File: src/hdl/bga_fifo.sv
// bga_fifo: small register queue between the front and the back part
// no dependencies; depth must be a power of two
`default_nettype none

module bga_fifo #(
   parameter int WIDTH = 64,
   parameter int DEPTH = 4
) (
   input  wire logic             clock,
   input  wire logic             reset,
   input  wire logic             push_valid,
   output logic                  push_ready,
   input  wire logic [WIDTH-1:0] push_data,
   output logic                  pop_valid,
   input  wire logic             pop_ready,
   output logic      [WIDTH-1:0] pop_data
);

   localparam int PW = $clog2(DEPTH);
   localparam int CW = $clog2(DEPTH + 1);

   logic [WIDTH-1:0] slot_ff [DEPTH];
   logic [PW-1:0]    wr_ptr_ff, rd_ptr_ff;
   logic [CW-1:0]    count_ff;
   logic             push, pop;

   assign push_ready = (count_ff != CW'(DEPTH));
   assign pop_valid  = (count_ff != '0);
   assign pop_data   = slot_ff[rd_ptr_ff];
   assign push       = push_valid && push_ready;
   assign pop        = pop_valid && pop_ready;

   // storage
   always_ff @(posedge clock) begin
      if (push) begin
         slot_ff[wr_ptr_ff] <= push_data;
      end
   end

   // pointers and fill count
   always_ff @(posedge clock) begin
      if (reset) begin
         wr_ptr_ff <= '0;
         rd_ptr_ff <= '0;
         count_ff  <= '0;
      end else begin
         if (push) begin
            wr_ptr_ff <= wr_ptr_ff + PW'(1);
         end
         if (pop) begin
            rd_ptr_ff <= rd_ptr_ff + PW'(1);
         end
         if (push && !pop) begin
            count_ff <= count_ff + CW'(1);
         end else if (pop && !push) begin
            count_ff <= count_ff - CW'(1);
         end
      end
   end

`ifndef SYNTHESIS
   // fill count never passes the depth
   a_count_bound: assert property (@(posedge clock) disable iff (reset)
      count_ff <= CW'(DEPTH))
      else $error("queue fill count above depth");
`endif

endmodule

`default_nettype wire

File: config.mk
export PLATFORM = sky130hd
export DESIGN_NAME = bga_fifo
export DESIGN_NICKNAME = d
export VERILOG_FILES = /design/src/hdl/bga_fifo.sv
export SDC_FILE = /design/constraint.sdc
export NUM_CORES = 1
export LEC_CHECK = 0
export ABC_CLOCK_PERIOD_IN_PS = 3200
export BUFFER_PORTS_ARGS = -buffer_cell sky130_fd_sc_hd__buf_2
export CAP_MARGIN = 25
export CORE_AREA = 2 2 143 145
export CTS_CLUSTER_SIZE = 28
export DETAILED_ROUTE_END_ITERATION = 7
export DIE_AREA = 0 0 145 147
export PLACE_DENSITY = 0.68
export SLEW_MARGIN = 20
export SYNTH_ARGS = -nofsm -noshare
export SYNTH_HDL_FRONTEND = slang
export SYNTH_SLANG_ARGS = --single-unit
File: constraint.sdc
create_clock -name clock -period 3.2 [get_ports clock]
set_input_delay 0.32 -clock clock [delete_from_list [all_inputs] [get_ports clock]]
set_output_delay 0.32 -clock clock [all_outputs]
set_load 0.1 [all_outputs]
After elaboration in Yosys (flattened, before gate mapping) --
Memory sizes are Yosys's and may differ from the RTL's. A register that Yosys moved wholly into a read port is not among the register bits. Cells that the tools add are included.
Storage, ports and cells: bits of input ports 68, output and inout port bits 66, logic and storage cells 23, bits in writable memories 256, bits in registers 7, memories kept 1
Memories:
- slot_ff | depth 4, width 64, read ports 1, clocked after Yosys merged registers in 1, write ports 1, line 22 | logic [WIDTH-1:0] slot_ff [DEPTH];
Operators by class: add/subtract/negate cells 4, mux-type cells 6, eq/ne operators 1, reduce and logical (&&, ||, !) cells 8
Operators by type and width (count):
- 2-to-1 mux 3 bit | 2
- adder 2 x 1 -> 2 bit, second input constant | 2
- logical AND 1 bit | 4
- 2-to-1 mux 2 bit | 2
- adder 3 x 1 -> 3 bit, second input constant | 1
- != test 3 bit, second input constant | 1
- nonzero test 3 bit | 1
- subtractor 3 x 1 -> 3 bit, second input constant | 1
- logical NOT 1 bit | 2
- 2-to-1 mux 1 bit | 2
- nonzero test 2 bit | 1

Logic depth before layout (Yosys ltp) --
depth after elaboration 6, depth in mapped cells 8, depth with buffers taken out 8

Worst setup path after synthesis --
Ideal clock, no wire load.
path kind register to register, start point reg count_ff[0], end point mem slot_ff[0][0], enable pin, cell stages (with the launch flop) 4, required time 2.771 ns, library setup time 0.429 ns, path buffers 0, arrival 2.310 ns, slack 0.461 ns, period minus slack after synthesis 2.739 ns, cells stage by stage dfxtp_1 nor2_1 a21boi_2 and2_1
Between the ends: cells in the longest elaborated chain, start to end 4
Ends and longest elaborated chain:
- start: declaration | line 24 | logic [CW-1:0] count_ff;
- start signal: assignment | line 54 | count_ff <= count_ff + CW'(1);
- start signal: assignment | line 56 | count_ff <= count_ff - CW'(1);
- != test 3 bit | line 27 | assign push_ready = (count_ff != CW'(DEPTH));
- logical AND 1 bit | line 30 | assign push = push_valid && push_ready;
- via push | line 25 | logic push, pop;
- 2-to-1 mux 1 bit | line 35 | if (push) begin
- 2-to-1 mux 1 bit (implied by the code) | line 36 | slot_ff[wr_ptr_ff] <= push_data;
- end: declaration | line 22
The timed path passes the listed nets, and every way through them passes these cells.

==> flow_summary_export.csv <==
group,metric,value,unit
min_path,hp-class,"in2reg",
run,maxCapViolations,0,
drt,drtIter0Drc,224,
placed_design,place_inst,779,
drt,vias,4363,
cells_and_area,final_cell_count_no_fill,837,
setup_path,r2r_end,"count_ff[2]$_SDFFE_PP0P_",
placed_design,hpwl,9777,um
setup_path,path_max_fanout,15,
sta,final_hold_viol_count,0,
synthesis,ys_types,25,
synthesis,syn-num-nets,456,
sta,clock_skew,0.01877,ns
sta,slew_violations,0,
drt,drt_wl_total,16640,um
cells_and_area,ff_latch_area,7875,sq um
setup_path,cp.required,2.88,ns
min_path,holdPathEnd,"slot_ff[1][59]$_DFFE_PP_",
global_route,grt_max_degree,45,
synthesis,ys_warn_count,0,
global_route,first_global_vias,4701,
global_route,grt_first_pass_wirelength,25910,um
sta,rsz0062_at_grt,"false",
floorplanning,die_h,147,um
cts,cts.htree.levels,1,
floorplanning,io_pins,134,
cells_and_area,fillers,1449,
drt,wl_per_cell,19.88,um
drt,routed.top_layer,"met5",
setup_path,r2r_cells,8,
cts,cts_made_buffers,26,
setup_path,crit_path_start_kind,"register",
drt,wl_met2,8233,um
synthesis,ys_ff_latch,265,
drt,vias_per_cell,5.213,
drt,wl_met1,7148,um
cts,cts_tree,"yes",
cts,ctsHoldBuffers,7,
setup_path,cp_slowest_cell,"mux4_2",
cells_and_area,layout_common_cells,"edfxtp_1 (256), buf_2 (133), mux4_2 (60)",
cells_and_area,multi_input_comb_area,1737,sq um
placed_design,place.gp.congestion,0.7063,
drt,ant_nets,0,
cells_and_area,fin_area,11650,sq um
global_route,antenna_found_initial,2,
cells_and_area,drive_gt1_share,43.82,%
cells_and_area,fin_nets,620,
setup_path,path_cells,"buf_4 -> mux4_2 -> buf_2",
setup_path,max_stage_delay,0.56,ns
cells_and_area,syn_to_final_growth,19.16,%
floorplanning,die_w,145,um
synthesis,ys_seq_area_share,80.48,%
setup_path,arrival,2.28,ns
cts,insertion_delay,0.52,ns
floorplanning,dieArea,21320,sq um
cts,clockBufferDepth,3,
synthesis,synth_area,9776,sq um
sta,final.setup.tns,0,ns
floorplanning,start_util,49.26,%
sta,tightest_slew,0.5399,ns
setup_path,endpoint_kind,"output pin",
placed_design,port-buffer-count,133,
synthesis,yosys-top-cells-area,"edfxtp_1 (79%), mux4_2 (14%), dfxtp_1 (1.8%), buf_12 (1.2%), mux4_1 (1.1%)",
cts,clk_pin_slew,0.06,ns
global_route,grt_overflow,0,
cts,post_cts_buffers,0,
synthesis,syn_avg_cell_area,25.59,sq um
drt,dr.pass1.iters,4,
placed_design,dpl-instance-area,10760,sq um
sta,relSlewSlack,64.25,%
cts,cts_root_buffer,"clkbuf_16",
run_status,status,"completed",
sta,setup_viol,0,
min_path,hp-start,"push_data[59]",
synthesis,yosysTopAreaCell,"edfxtp_1",
synthesis,netlist_instances,382,
floorplanning,rows,52,
cts,cts_resized,0,
global_route,grt_usage,15.72,%
sta,fin_crit_sh,81.28,%
setup_path,path_class,"reg2out",
sta,fmax,384.5,MHz
sta,min_period,2.601,ns
drt,dr_wl_met3,1002,um
cells_and_area,final_common_cell,"edfxtp_1",
min_path,whs_path_depth,1,
setup_path,r2r_slack,0.88,ns
cts,cts_sinks,265,
floorplanning,core,19840,sq um
drt,drc_errors,0,
setup_path,r2r_start,"count_ff[0]$_SDFFE_PP0P_",
synthesis,synth_top_area_share,78.64,%
## how the worst max path moves through the flow
stage | cells after the start | endpoint | startpoint | slack, ns
after floorplan | 3 | slot_ff[0][0]$_DFFE_PP_ | count_ff[0]$_SDFFE_PP0P_ | 0.46
after global placement | 8 | count_ff[2]$_SDFFE_PP0P_ | count_ff[0]$_SDFFE_PP0P_ | 1.06
after detailed placement | 8 | count_ff[2]$_SDFFE_PP0P_ | count_ff[0]$_SDFFE_PP0P_ | 0.88
after CTS | 3 | pop_data[10] | register | 0.53
after global routing | 3 | pop_data[16] | register | 0.47
final | 3 | pop_data[16] | register | 0.60
## critical path, delay by kind of cell, from the launching register on
kind / cells / cell delay, ns
buffers and inverters: 2 / 0.66
flip-flops: 1 / 0.53
multiplexers: 1 / 0.56
## metal layers
metal	vias to the layer above	global-route usage [%]
li1	1966	-
met1	2259	21.49
met2	116	26.00
met3	20	3.851
met4	2	3.812
met5	-	0
## stage by stage
step	util [%]	hold slack, ns	setup WS [ns]
floorplan	-	0.4189	0.4609
global placement	54.21	0.4929	1.059
detailed placement	54.21	0.5134	0.8779
CTS	58.59	0.0003199	0.5253
global route	58.69	0.0001622	0.4749
finish	58.70	0.01929	0.5990
## area by class of cell
class                      count  share of cell area, %
tap                          270                  2.900
multi-input combinational     99                  14.91
sequential                   265                  67.60
antenna                        1                0.02148
clock inverter                18                 0.9667
clock buffer                  30                  5.897
timing repair buffer         151                  7.605
inverter                       3                0.09667
## cells by family (layout without fill, tap and decap cells)
| logic type | after synthesis | after routing | share of synthesized area [%] |
|---|---|---|---|
| mux | 67 | 67 | 15.22 |
| simple gates | 17 | 17 | 0.8574 |
| fa+ha+maj | 6 | 6 | 0.8448 |
| other cells | 0 | 1 | 0 |
| xor+xnor | 4 | 4 | 0.3583 |
| flops | 265 | 265 | 80.48 |
| compound gates | 5 | 5 | 0.3839 |
| buf+inv | 18 | 202 | 1.856 |
## cell usage after synthesis, drive strengths merged
cell type,n
a21boi,1
a21oi,1
and2,4
buf,13
clkbuf,2
dfxtp,9
edfxtp,256
fa,1
ha,5
inv,3
mux2,1
mux2i,2
mux4,64
nand2,1
nand2b,2
nor2,8
o21ai,1
o311ai,1
o31ai,1
or3,2
xor2,4
## sequential cells by signal, summed over array words and instances (netlist names), named ones only
signal,count
rd_ptr_ff,2
count_ff,3
slot_ff,256
wr_ptr_ff,2
Power is not shown: default switching activity piles up to over one toggle a cycle in this logic, so the estimate is an artifact.
