<file path="src/hdl/bga_pkg.sv">
// bga_pkg: shared types and constants of the baseline gain apply block
// used by bga_front, bga_back and the top level; no dependencies
`default_nettype none

package bga_pkg;

   // item kind carried on the request tuser
   localparam logic KIND_GAIN = 1'b0;
   localparam logic KIND_VIS  = 1'b1;

   // sample and gain widths, gain fraction bits
   localparam int DATA_W    = 16;
   localparam int GAIN_FRAC = 12;

   // depth of the queue between front and back
   localparam int QUEUE_DEPTH = 4;

   // control flags of one queued word
   typedef struct packed {
      logic is_vis;    // visibility sample, else gain write
      logic store_ok;  // gain write hits the table
      logic last;      // final baseline of the walk
   } bga_ctl_type;

endpackage

`default_nettype wire

</file>
<file path="src/hdl/bga_front.sv">
// bga_front: takes request words, holds the station count and the baseline walk,
// tags each word with its baseline and pushes it to the queue; uses bga_pkg
`default_nettype none

module bga_front #(
   parameter int MAX_STATIONS = 256,
   parameter int ENTRY_W      = 67
) (
   input  wire logic               clock,
   input  wire logic               reset,
   // request channel
   input  wire logic               req_tvalid,
   output logic                    req_tready,
   input  wire logic [39:0]        req_tdata,
   input  wire logic [0:0]         req_tuser,
   // station count write
   input  wire logic               csr_valid,
   output logic                    csr_ready,
   input  wire logic [8:0]         csr_data,
   // queue push side
   output logic                    push_valid,
   input  wire logic               push_ready,
   output logic      [ENTRY_W-1:0] push_data
);

   localparam int AW     = $clog2(MAX_STATIONS);
   localparam int CNT_W  = $clog2(MAX_STATIONS + 1);
   localparam int WIDE_W = (CNT_W > 9) ? CNT_W : 9;
   localparam int IW     = (CNT_W > 8) ? CNT_W : 8;

   logic [8:0]        count_ff;
   logic [CNT_W-1:0]  row_ff, col_ff, row_in, col_in;
   logic [WIDE_W-1:0] count_wide, n_wide;
   logic [CNT_W-1:0]  n, p, q;
   logic [IW-1:0]     p_ext, q_ext, idx_ext;
   logic              accept, is_vis, restart, last, store_ok;
   logic [AW-1:0]     addr_p, addr_q;
   bga_pkg::bga_ctl_type ctl;

   assign csr_ready  = 1'b1;
   assign req_tready = push_ready;
   assign push_valid = req_tvalid;
   assign accept     = req_tvalid && push_ready;
   assign is_vis     = (req_tuser[0] == bga_pkg::KIND_VIS);

   // effective station count, clamped to two and the table depth
   always_comb begin
      count_wide = WIDE_W'(count_ff);
      if (count_wide < WIDE_W'(2)) begin
         n_wide = WIDE_W'(2);
      end else if (count_wide > WIDE_W'(MAX_STATIONS)) begin
         n_wide = WIDE_W'(MAX_STATIONS);
      end else begin
         n_wide = count_wide;
      end
      n = n_wide[CNT_W-1:0];
   end

   // current baseline, restarting when the walk lies outside the count
   always_comb begin
      restart = (col_ff >= n) || (row_ff >= col_ff);
      p       = restart ? '0 : row_ff;
      q       = restart ? CNT_W'(1) : col_ff;
      last    = (p == n - CNT_W'(2)) && (q == n - CNT_W'(1));
   end

   // next walk position
   always_comb begin
      row_in = row_ff;
      col_in = col_ff;
      if (accept) begin
         if (!is_vis || last) begin
            row_in = '0;
            col_in = CNT_W'(1);
         end else if ((q + CNT_W'(1)) < n) begin
            row_in = p;
            col_in = q + CNT_W'(1);
         end else begin
            row_in = p + CNT_W'(1);
            col_in = p + CNT_W'(2);
         end
      end
   end

   // queue word: control, table addresses, tag stations, data
   always_comb begin
      idx_ext      = IW'(req_tdata[7:0]);
      store_ok     = (idx_ext < IW'(MAX_STATIONS));
      p_ext        = IW'(p);
      q_ext        = IW'(q);
      addr_p       = is_vis ? p[AW-1:0] : idx_ext[AW-1:0];
      addr_q       = q[AW-1:0];
      ctl.is_vis   = is_vis;
      ctl.store_ok = store_ok;
      ctl.last     = last;
      push_data    = {ctl, addr_p, addr_q, p_ext[7:0], q_ext[7:0],
                      req_tdata[23:8], req_tdata[39:24]};
   end

   // station count register and walk counters
   always_ff @(posedge clock) begin
      if (reset) begin
         count_ff <= 9'd2;
         row_ff   <= '0;
         col_ff   <= CNT_W'(1);
      end else begin
         if (csr_valid && csr_ready) begin
            count_ff <= csr_data;
         end
         row_ff <= row_in;
         col_ff <= col_in;
      end
   end

`ifndef SYNTHESIS
   // walk always stays in the upper triangle
   a_walk_order: assert property (@(posedge clock) disable iff (reset)
      row_ff < col_ff)
      else $error("baseline walk left the upper triangle");
`endif

endmodule

`default_nettype wire

</file>
<file path="config.mk">
export PLATFORM = sky130hd
export DESIGN_NAME = bga_front
export DESIGN_NICKNAME = d
export VERILOG_FILES = /design/src/hdl/bga_pkg.sv /design/src/hdl/bga_front.sv
export SDC_FILE = /design/constraint.sdc
export NUM_CORES = 1
export LEC_CHECK = 0
export BUFFER_PORTS_ARGS = -buffer_cell sky130_fd_sc_hd__buf_2
export CORE_MARGIN = 8
export CORE_UTILIZATION = 45
export CTS_CLUSTER_DIAMETER = 100
export CTS_CLUSTER_SIZE = 30
export DETAILED_ROUTE_END_ITERATION = 7
export GPL_ROUTABILITY_DRIVEN = 0
export PLACE_DENSITY = 0.73
export SYNTH_ARGS = -nofsm -noshare
export SYNTH_HDL_FRONTEND = slang
export SYNTH_SLANG_ARGS = --single-unit
</file>
<file path="constraint.sdc">
create_clock -name clock -period 7.5 [get_ports clock]
set_input_delay 0.375 -clock clock [delete_from_list [all_inputs] [get_ports clock]]
set_output_delay 0.375 -clock clock [all_outputs]
set_load 0.01 [all_outputs]
</file>
Yosys cells after proc, flatten, opt, wreduce, memory -nomap -nowiden
Index checks and enable logic that the tools add are counted.

Word-level logic and storage cells: 29. Register bits: 27.

Reduce and logical (&&, ||, !) cells: 5. Equal/unequal tests: 2. Order comparisons: 5. Muxes and demuxes: 9. $add $sub $neg: 5.

Operator list (count): $mux 9 (8); $add 9x1->9 const B (2); $eq 9x9->1 (2); $ge 9x9->1 (2); $add 9x2->9 const B (1); $gt 9x9->1 const B (1); $lt 9x2->1 const B (1); $lt 9x9->1 (1); $sub 9x1->9 const B (1); $sub 9x2->9 const B (1); $mux 8 (1); $logic_and 1x1->1 (2); $logic_or 1x1->1 (2); $logic_not 1->1 (1).

Depth between registers and ports, before layout
Gate-level depths: netlist of run 1.

Depth after elaboration: 10. Depth in mapped cells: 28.

Least setup slack after synthesis of run 1
Ideal clock, no wire load.

Path type: reg2reg. Start point: register count_ff[3]. End point: register col_ff[7]. Required time: 7376 ps. Slack: 2002 ps. Data arrival time: 5374 ps. Cell stages (with the launch flop): 28. Library setup time: 124 ps. Cell sequence: dfxtp_1 > nor4_4 > a21oi_1 > nor2_1 > inv_1 > ha_1 > nand4_1 > nor2_1 > a41oi_1 > and2_1 > buf_4 > nand2_1 > clkbuf_1 > clkbuf_1 > nor2_1 > ha_1 > nand3_1 > xnor2_1 > nor2_1 > ha_1 > a2111oi_0 > o21ai_0 > a41oi_1 > clkbuf_1 > clkbuf_1 > o21ai_0 > o21ai_0 > o22ai_2.

Cells in the longest elaborated chain, start to end: 10.

RTL lines: start: declaration (line bga_front.sv:31) `logic [8:0] count_ff;`; start signal: assignment (line bga_front.sv:108) `count_ff <= csr_data;`; $gt 9x9->1 (line bga_front.sv:51) `end else if (count_wide > WIDE_W'(MAX_STATIONS)) begin`; $mux 9 (line bga_front.sv:51); $mux 9 (*) (line bga_front.sv:49) `if (count_wide < WIDE_W'(2)) begin`; $ge 9x9->1 (*) (line bga_front.sv:61) `restart = (col_ff >= n) || (row_ff >= col_ff);`; $logic_or 1x1->1 (*) (line bga_front.sv:61); $mux 9 (*) (line bga_front.sv:63) `q = restart ? CNT_W'(1) : col_ff;`; via push_data[33] (line bga_front.sv:23) `output logic [ENTRY_W-1:0] push_data`; $add 9x1->9 / $eq 9x9->1 (equally long branches) (line bga_front.sv:75, bga_front.sv:77, bga_front.sv:64); $lt 9x9->1 / $logic_and 1x1->1 (equally long branches) (line bga_front.sv:75, bga_front.sv:64); $mux 9 / $logic_or 1x1->1 (equally long branches) (line bga_front.sv:75, bga_front.sv:72); $mux 9 (*) (line bga_front.sv:72) `if (!is_vis || last) begin`; end signal: assignment (line bga_front.sv:111) `col_ff <= col_in;`; end: declaration (line bga_front.sv:32) `logic [CNT_W-1:0] row_ff, col_ff, row_in, col_in;`.

Mark *: on every way through the listed nets, which the timed path passes. The rest lies on a longest branch. A chain may end at the register's enable or synchronous reset.

Worst setup path after layout of run 1
Start point: register count_ff[8]. End point: register col_ff[0].

Cells in the longest elaborated chain, start to end: 10.

RTL lines (line): $gt 9x9->1 (bga_front.sv:51); $mux 9 (bga_front.sv:51); $mux 9 (*) (bga_front.sv:49); $ge 9x9->1 (bga_front.sv:61); $logic_or 1x1->1 (bga_front.sv:61); $mux 9 (on tied branches) (bga_front.sv:63, bga_front.sv:62); $add 9x1->9 / $eq 9x9->1 (equally long branches) (bga_front.sv:75, bga_front.sv:77, bga_front.sv:64); $lt 9x9->1 / $logic_and 1x1->1 (equally long branches) (bga_front.sv:75, bga_front.sv:64); $mux 9 / $logic_or 1x1->1 (equally long branches) (bga_front.sv:75, bga_front.sv:72); $mux 9 (*) (bga_front.sv:72).

Mark *: on every way between the ends. The rest lies on a longest branch, timed or not.

==> results of run 1 <==
-- report_power, final --
part	leakage [µW]	total [µW]	internal, µW	switching, µW
combinational	0.00136	204	78.4	126
clock	0.0000255	89.5	37.4	52.0
sequential	0.000220	160	147	13.0
-- layout make-up --
cell class	instances	area (µm²)	area share, %
Inverter	19	71.3	1.90
Clock buffer	3	41.3	1.10
Multi-Input combinational cell	364	2660	70.8
Timing Repair Buffer	60	305	8.14
Sequential cell	27	541	14.4
Clock inverter	1	5.00	0.133
Tap cell	105	131	3.50
-- cells in the final DEF (no fill, tap or decap), drive strengths merged, types with 10 or more instances in the layout --
master / synthesis / final
o21ai: 16 / 16
ha: 33 / 33
dfxtp: 27 / 27
nor2: 45 / 45
mux2i: 10 / 10
mux2: 11 / 11
and3: 10 / 10
nor3: 17 / 17
inv: 16 / 16
nand2: 39 / 39
xnor2: 18 / 18
buf: 57 / 60
a21oi: 19 / 19
-- metal layers --
metal,track usage [%],part of all wire (%)
met2,30.0,45
met4,9.45,4.4
met3,3.90,9.0
met5,0,0
met1,23.2,42
-- per-stage QoR --
step / area, µm² / total power [µW]
6_report: 3750 / 454
5_1_grt: 3750 / 485
4_1_cts: 3750 / 451
3_5_place_dp: 3700 / 362
3_3_place_gp: 3700 / 358
2_1_floorplan: 3740 / 332
-- synthesized netlist by cell type, types with 4 or more instances --
library cell  number  area (µm²)
nand2_1           38         143
o22ai_2            8         100
nor2b_1            5        31.3
nor2_1            44         165
nand3_1            9        45.0
o31ai_1            4        30.0
mux2_2            11         124
mux2i_1           10         100
nand2b_1           9        56.3
inv_1             14        52.6
a22oi_1            5        37.5
o21ai_0           12        60.1
nor3_1            16        80.1
a211oi_1           6        45.0
buf_4             47         353
and2_1             8        50.1
xor2_1             5        43.8
or3_1              6        37.5
and3_1            10        62.6
clkbuf_1          14        52.6
o211ai_1           5        37.5
ha_1              33         413
a21oi_1           18        90.1
a21o_1             6        45.0
nand4_1            8        50.1
xnor2_1           18         158
dfxtp_1           27         541
a31oi_1            8        50.1
buf_2              7        35.0
-- worst paths after layout --
kind	from	to	slack [ns]	cells past startpoint
hold reg to reg	row_ff[5]$_SDFFE_PP0P_	row_ff[5]$_SDFFE_PP0P_	0.60	1
setup / recovery	count_ff[8]$_SDFFE_PP0P_	col_ff[0]$_SDFFE_PP1P_	1.80	22
setup reg to reg	count_ff[8]$_SDFFE_PP0P_	col_ff[0]$_SDFFE_PP1P_	1.80	22
hold / removal	csr_data[1]	count_ff[1]$_SDFFE_PP1P_	0.31	2
-- registers in the layout (all words and copies together), names as in the netlist --
| signal | flops |
|---|---|
| col_ff | 9 |
| count_ff | 9 |
| row_ff | 9 |
-- kinds of logic (layout without fill, tap and decap cells) --
family / after synthesis / after routing / share of synthesized area, %
buffers and inverters: 90 / 83 / 14.8
AOI/OAI and AO/OA: 106 / 106 / 22.1
adders and majority gates: 33 / 33 / 11.0
other: 1 / 2 / 0.100
xor gates and xnor gates: 23 / 23 / 5.39
and+or+nand+nor: 179 / 179 / 26.1
muxes: 21 / 21 / 5.99
DFF: 27 / 27 / 14.5
==> metrics.txt, run 1 <==
status finished, final reports clean; Clock Tree Root clkbuf_8; cts hold-fix bufs 0; dpl ws 1.93 ns; worst-path fanout max 23; All-Layer GR Usage 18.7%; Post-synth EDFFs 0; post-synthesis cell type count 79; first-pass GRT wire length roughly 18 mm; largest net degree at the start of global routing 24; placed cells around 580; Syn Inst Count 480; Clock Sinks 27; setup TNS 0 ns; port bufs 58; Yosys reg bits 27; Max VDD drop 75.2 µV; initial antenna violation count 0; Crit path arrival time 5.89 ns; boundary pin count 125; Overflow after GRT 0; # DRC 0; die width 107 µm; Final ANT Viol Nets 0; Syn Std Cell Area around 3700 µm²; Max Clk Rate between 150 and 200 MHz; WP data required 7.70 ns; worst min-delay path category in2reg; Die Y 107 µm; asr flop ratio synth 0%; final period utilization 75.9%; PD cells 121 nW/µm²; Final Critical Period about 5.7 ns; Initial Util 46.0%; register area share after synthesis 14.5%; CP Class reg2reg; Worst-Skew Late Latency just under 0.3 ns; Pins Over Slew Limit 0; Leakage around 0.0016 µW; Cell Rows 33; Worst Slack Setup Final 1.80 ns; unrepaired setup endpoints after global routing no; NumNets Final ~560; YS warnings 0; critical path cell sequence inv_2, nand2_1, ha_1, a2111oi_0, a211oi_1, o21ai_1, and2_1, nand2_1, nor2_1, ha_1, nand3_1, xnor2_1, nor2_1, ha_1, a2111oi_0, o21ai_0, a41oi_2, buf_4, or3_1, nand4_1, nand2b_1, a21o_1; Initial DRT Pass Iterations 6; final cell count without fillers 579; delay-heaviest family, CP compound AO/OA/AOI/OAI gates; Max stage delay cell, worst path dfxtp_1; CORE AREA 8130 µm²; CTS-repair resized insts 0; Final setup viols 0; Iter 0 DRT Violations 570; number of global-route vias before repair 3518; post-CTS setup buffers 0; max incr delay on CP 0.78 ns; Layout area overhead 0.301%; Worst setup EP type flop; clock buffer depth 2; CTS tree built; clock skew 0.0102 ns; Most used DFF post-synth dfxtp_1; Detailed Route WL 10.9 mm; Final Hold Fails 0; hold_ws 0.306 ns; Slew @ Worst Pin 0.690 ns; dpl hpwl 8.47 mm; CTS buffer count 3; Via Count 3648; H-Tree Depth 1; die footprint 11500 µm²; CP most frequent cell ha_1; WP buf/inv 2; type of origin of the critical path flop; diode count 0; Slew headroom between 50% and 60%; synthesized area per cell 7.79 µm²; DR WL/cell around 19 µm; Final Util 46.1%; fillcell total around 800; Via density approximately 6.3; clock-pin transition on the worst setup and hold timing paths 0.11 ns; ratio of cells with drive above 1 in the final layout 22.2%; MaxCap Viol Count 0
Note: power is estimated with default switching activity, not from simulation.
==> inputs of run 2 (changes only) <==
- clock period: 7.5 -> 5.29 ns (I/O delays scaled with it)
==> run 2 against run 1 <==
  * Global-route usage up 0.56 points
  * Critical path type unchanged
  * Highest routed layer unchanged
  * Sequential cell count unchanged
  * Sequential power up 39%
  * Clock skew down 0.0015 ns
  * Critical path depth up 2
  * Cell area up 3.5%
  * Die area unchanged
==> metrics.txt, run 2 (synthesized netlist as in run 1, its figures left out) <==
diode count 0 (unchanged); placed cells 591 (+2.8%); port bufs 58 (unchanged); first-pass GRT wire length 18.2 mm (+2.2%); Multi-input gate area 2670 µm² (+0.33%); Final setup viols 0 (unchanged); H-Tree Depth 1 (unchanged); cts hold-fix bufs 0 (unchanged); ratio of cells with drive above 1 in the final layout 25.1% (+3.0 points); Clock Sinks 27 (unchanged); Crit path arrival time 5.11 ns (-0.78 ns); fillcell total 776 (-1.3%); WP buf/inv 2 (unchanged); Cell Rows 33 (unchanged); Final Critical Period 4.92 ns (-0.772 ns); Worst Setup EP row_ff[8]$_SDFFE_PP0P_; P_int 390 µW (+48%); Clock Tree Root clkbuf_8; Final ANT Viol Nets 0 (unchanged); NumNets Final 579 (+2.8%); status finished, final reports clean; Via density 6.21 (-1.4%); clock-pin transition on the worst setup and hold timing paths 0.12 ns (about the same); CORE AREA 8130 µm² (unchanged); final cell count without fillers 595 (+2.8%); # DRC 0 (unchanged); clock skew 0.00865 ns (-0.00152 ns); share of power burned in registers 32.9% (-2.4 points); Worst setup EP type flop; Slew headroom 52.1% (-1.8 points); sequential cell area 541 µm² (unchanged); Initial Util 46.0% (unchanged); Initial DRT Pass Iterations 4 (-2); clock buffer depth 2 (unchanged); DR WL/cell 18.6 µm (-0.75%); r2r setup slk 0.37 ns (-1.44 ns); Max Clk Rate 203 MHz (+16%); Max stage delay cell, worst path or3_1; largest net degree at the start of global routing 21 (-13%); initial antenna violation count 0 (unchanged); CTS tree built; worst min-delay path category in2reg; dpl hpwl 8.73 mm (+3.0%); sw power 285 µW (+49%); CP Class reg2reg; Max VDD drop 107 µV (+43%); WP data required 5.48 ns (-2.22 ns); switch share 42.2% (+0.20 points); final period utilization 93.1% (+17 points); Final Hold Fails 0 (unchanged); most frequent cells in the layout buf_2, nor2_1, nand2_1, ha_1, dfxtp_1; Levels on crit path 24 (+9.1%); worst-path fanout max 10 (-57%); Slew @ Worst Pin 0.714 ns (+0.0236 ns); Detailed Route WL 11.1 mm (+2.0%); max incr delay on CP 0.44 ns (-0.34 ns); r2r worst-path depth 24 (+9.1%); MaxCap Viol Count 0 (unchanged); number of global-route vias before repair 3674 (+4.4%); critical path cell sequence nor4_4, a21oi_1, nor2_1, inv_1, ha_1, nand4_1, nor2_1, a41oi_1, nand2_1, nor2_2, nand2_1, ha_1, nand3_1, xnor2_1, nor2_1, ha_1, nand2_1, o21ai_0, a41oi_2, buf_4, nand4b_1, or3_1, a22oi_1, o41ai_2; R2R Path End row_ff[8]$_SDFFE_PP0P_; delay-heaviest family, CP simple AND/OR/NAND/NOR gates; die width 107 µm (unchanged); biggest regs col_ff: 9 flops, count_ff: 9 flops, row_ff: 9 flops; unrepaired setup endpoints after global routing no; most common cell after layout, fill and taps aside buf_2; Comb pwr share 47.0% (+2.0 points); type of origin of the critical path flop; setup TNS 0 ns (unchanged); CTS buffer count 3 (unchanged); Overflow after GRT 0 (unchanged); Pins Over Slew Limit 0 (unchanged); All-Layer GR Usage 19.3% (+0.56 points); PD cells 174 nW/µm² (+43%); R2R Path Start count_ff[2]$_SDFFE_PP0P_; Die Y 107 µm (unchanged); Worst-Skew Late Latency 0.29 ns (about the same); Layout area overhead 3.81%; Via Count 3696 (+1.3%); boundary pin count 125 (unchanged); CP Launch Point count_ff[2]$_SDFFE_PP0P_; Leakage 0.00168 µW (+4.6%); Iter 0 DRT Violations 395 (-31%); die footprint 11500 µm² (unchanged); Clock power frac 20.1% (+0.4 points)
-- run 2: cell count changes in the layout (fill, tap and decap cells not counted), sizes merged --
cell      before  now
clkinvlp       0    1
buf           60   76
clkinv         4    3
-- run 2: layout make-up --
class / instances / share of cell area, %
Multi-Input combinational cell: 364 / 68.6
Timing Repair Buffer: 76 / 11.0
Clock buffer: 3 / 1.06
Clock inverter: 1 / 0.193
Tap cell: 105 / 3.38
Sequential cell: 27 / 13.9
Inverter: 19 / 1.84
-- run 2: worst min path at each step --
stage	start	to	slack, ns	cells after the start
floorplan	reset	col_ff[0]$_SDFFE_PP1P_	0.35	1
global placement	csr_data[1]	count_ff[1]$_SDFFE_PP1P_	0.47	2
detailed placement	csr_data[1]	count_ff[1]$_SDFFE_PP1P_	0.49	2
CTS	csr_data[1]	count_ff[1]$_SDFFE_PP1P_	0.18	2
global route	csr_data[1]	count_ff[1]$_SDFFE_PP1P_	0.18	2
finish	csr_data[1]	count_ff[1]$_SDFFE_PP1P_	0.18	2
-- run 2: power by group through the flow --
stage	sequential, µW	clock (µW)	combinational, µW
after floorplan	220	0	253
after global placement	225	0	303
after detailed placement	226	0	307
after CTS	221	138	310
after global routing	223	146	343
final	222	136	317
-- run 2: stage by stage --
stage               area (µm²)  setup slack, ns  power, µW  hold slack, ns  util, %
floorplan                 3750           0.0866        473           0.350        -
global placement          3830            0.496        529           0.472     47.1
detailed placement        3830            0.396        533           0.486     47.1
CTS                       3880            0.391        669           0.183     47.7
global route              3880          0.00398        712           0.182     47.7
finish                    3880            0.366        674           0.183     47.7
-- run 2: timing repair --
item                       CTS  global route
setup endpoints to repair    0             2
resized for setup            0             1
buffers inserted             0             0
-- run 2: metal layers --
layer	share of wire (%)	global-route usage (%)	wire [µm]
met3	8.6	3.42	953
met1	42	23.9	4710
met2	46	31.7	5080
met4	3.1	8.74	347
met5	0	0	0
==> inputs of run 3 (changes only) <==
- BUFFER_PORTS_ARGS: -buffer_cell sky130_fd_sc_hd__buf_2 -> -buffer_cell sky130_fd_sc_hd__buf_4
==> run 3 against run 2 <==
  * Power is 2.9% higher
  * Count of clock-buffer cells in the layout stayed put
  * Die area stayed put
  * Fmax is 0.22% higher
  * Critical endpoint is now col_ff[0]$_SDFFE_PP1P_
  * Largest cell class unchanged
==> metrics.txt, run 3 (synthesized netlist as in run 1, its figures left out) <==
first-pass GRT wire length 18.2 mm (-0.38%); CP Launch Point count_ff[3]$_SDFFE_PP0P_; placed inst area 3990 µm² (+4.1%); WL met3 895 µm (-6.1%); fin area 4090 µm² (+5.3%); PD cells 170 nW/µm² (-2.3%); NumNets Final 583 (+0.69%); Leakage 0.00174 µW (+3.4%); worst-path fanout max 20 (+10); dpl hpwl 8.92 mm (+2.1%); Hold Crit Start csr_data[1]; Max VDD drop 127 µV (+18%); Via density 6.23 (+0.30%); status finished, final reports clean; placed cells 592 (+0.17%); Cell Rows 33 (unchanged); Max Clk Rate 204 MHz (+0.22%); WP buf/inv 2 (unchanged); DR WL met2 5.15 mm (+1.4%); metal1 wirelength 4.87 mm (+3.4%); type of origin of the critical path flop; most frequent cells in the layout buf_4, nor2_1, nand2_1, ha_1, dfxtp_1; Layout area overhead 9.27%; Top Layer Used met4; worst min-delay path category in2reg; initial antenna violation count 0 (unchanged); final period utilization 92.9% (-0.20 points); Crit path arrival time 5.11 ns (about the same); sequential cell area 542 µm² (+0.23%); die width 107 µm (unchanged); Initial Util 46.0% (unchanged); Overflow after GRT 0 (unchanged); Final ANT Viol Nets 0 (unchanged); Worst setup EP type flop; Final Hold Fails 0 (unchanged); Clock Sinks 27 (unchanged); fillcell total 762 (-1.8%); die footprint 11500 µm² (unchanged); Via Count 3732 (+0.97%); CP Class reg2reg; Multi-input gate area 2680 µm² (+0.52%); unrepaired setup endpoints after global routing no; Final setup viols 0 (unchanged); clock buffer depth 2 (unchanged); final cell count without fillers 599 (+0.67%); Iter 0 DRT Violations 330 (-16%); Pins Over Slew Limit 0 (unchanged); DR WL/cell 19.1 µm (+2.6%); setup TNS 0 ns (unchanged); All-Layer GR Usage 19.3% (about the same); delay-heaviest family, CP simple AND/OR/NAND/NOR gates; Die Y 107 µm (unchanged); largest net degree at the start of global routing 21 (unchanged); boundary pin count 125 (unchanged); clock skew 0.00355 ns (-0.00510 ns); clock-pin transition on the worst setup and hold timing paths 0.11 ns (about the same); number of global-route vias before repair 3622 (-1.4%); Max stage delay cell, worst path dfxtp_1; CTS buffer count 3 (unchanged); CP most frequent cell ha_1; Initial DRT Pass Iterations 5 (+1); H-Tree Depth 1 (unchanged); most common cell after layout, fill and taps aside buf_4; Detailed Route WL 11.5 mm (+3.3%); cts hold-fix bufs 0 (unchanged); CTS tree built; WP data required 5.49 ns (about the same); R2R Path Start count_ff[3]$_SDFFE_PP0P_; diode count 0 (unchanged); max incr delay on CP 0.41 ns (-0.03 ns); biggest regs col_ff: 9 flops, count_ff: 9 flops, row_ff: 9 flops; ratio of cells with drive above 1 in the final layout 26.5% (+1.4 points); MaxCap Viol Count 0 (unchanged); Clock Tree Root clkbuf_8; CORE AREA 8130 µm² (unchanged); # DRC 0 (unchanged); Slew @ Worst Pin 0.585 ns (-0.129 ns); port bufs 58 (unchanged); Slew headroom 60.8% (+8.7 points); critical path cell sequence nor4_4, a21oi_1, nor2_2, inv_1, ha_1, nand4_1, nor2_1, a41oi_1, and2_1, nand2_1, nor2_2, ha_1, nand3_1, xnor2_1, nor2_1, ha_1, a2111oi_0, o21ai_0, a41oi_2, buf_12, or3_1, nand4_1, nand2b_1, a21o_1; Final Critical Period 4.91 ns (-0.0107 ns); Worst-Skew Late Latency 0.29 ns (about the same)
-- run 3: cell types whose count changed in the layout (fill, tap and decap cells not counted), sizes merged --
cell	delta
clkinvlp	-1
inv	+1
buf	+4
-- run 3: area by class of cell --
class	count	share of cell area (%)
clock buffer	3	1.01
clock inverter	1	0.214
inverter	19	1.75
multi-input combinational	364	65.6
sequential	27	13.3
tap	105	3.21
timing repair buffer	80	15.0
-- run 3: path summary, 6_finish.rpt --
kind	cells after the start	slack (ns)	end
worst max-delay path	24	0.38	col_ff[0]$_SDFFE_PP1P_
worst min-delay path	2	0.18	count_ff[1]$_SDFFE_PP1P_
worst max register to register	24	0.38	col_ff[0]$_SDFFE_PP1P_
worst min register to register	2	0.61	count_ff[5]$_SDFFE_PP0P_
-- run 3: worst register-to-register path, stage by stage (launching register included) --
cell       delay (ns)
dfxtp_1          0.41
nor4_4           0.38
a21oi_1          0.13
nor2_2           0.13
inv_1            0.13
ha_1             0.34
nand4_1          0.10
nor2_1           0.05
a41oi_1          0.26
and2_1           0.18
nand2_1          0.09
nor2_2           0.15
ha_1             0.25
nand3_1          0.12
xnor2_1          0.15
nor2_1           0.13
ha_1             0.26
a2111oi_0        0.35
o21ai_0          0.16
a41oi_2          0.25
buf_12           0.19
or3_1            0.22
nand4_1          0.10
nand2b_1         0.15
a21o_1           0.15
-- run 3: where the power goes --
part	total, µW	internal, µW	switching (µW)
Sequential	223	209	13.3
Clock	137	55.7	81.0
Combinational	335	139	195
Total	694	404	289
-- run 3: per-stage QoR --
step	worst slack, ns	hold slack, ns	util, %	total power (µW)
after global routing	0.00334	0.174	50.2	724
after global placement	0.338	0.472	49.0	540
after CTS	0.156	0.181	49.6	680
final	0.377	0.179	50.2	694
after detailed placement	0.178	0.487	49.0	548
after floorplan	0.0866	0.350	-	473
-- run 3: per-layer routing --
metal,vias to the layer above,GRT usage [%]
met3,45,3.30
met1,1758,23.5
li1,1731,-
met4,0,11.9
met2,198,30.9
met5,-,0
-- run 3: repair_timing --
action	CTS	global route
setup endpoints to repair	0	15
resized for setup	0	7
buffers inserted	0	3
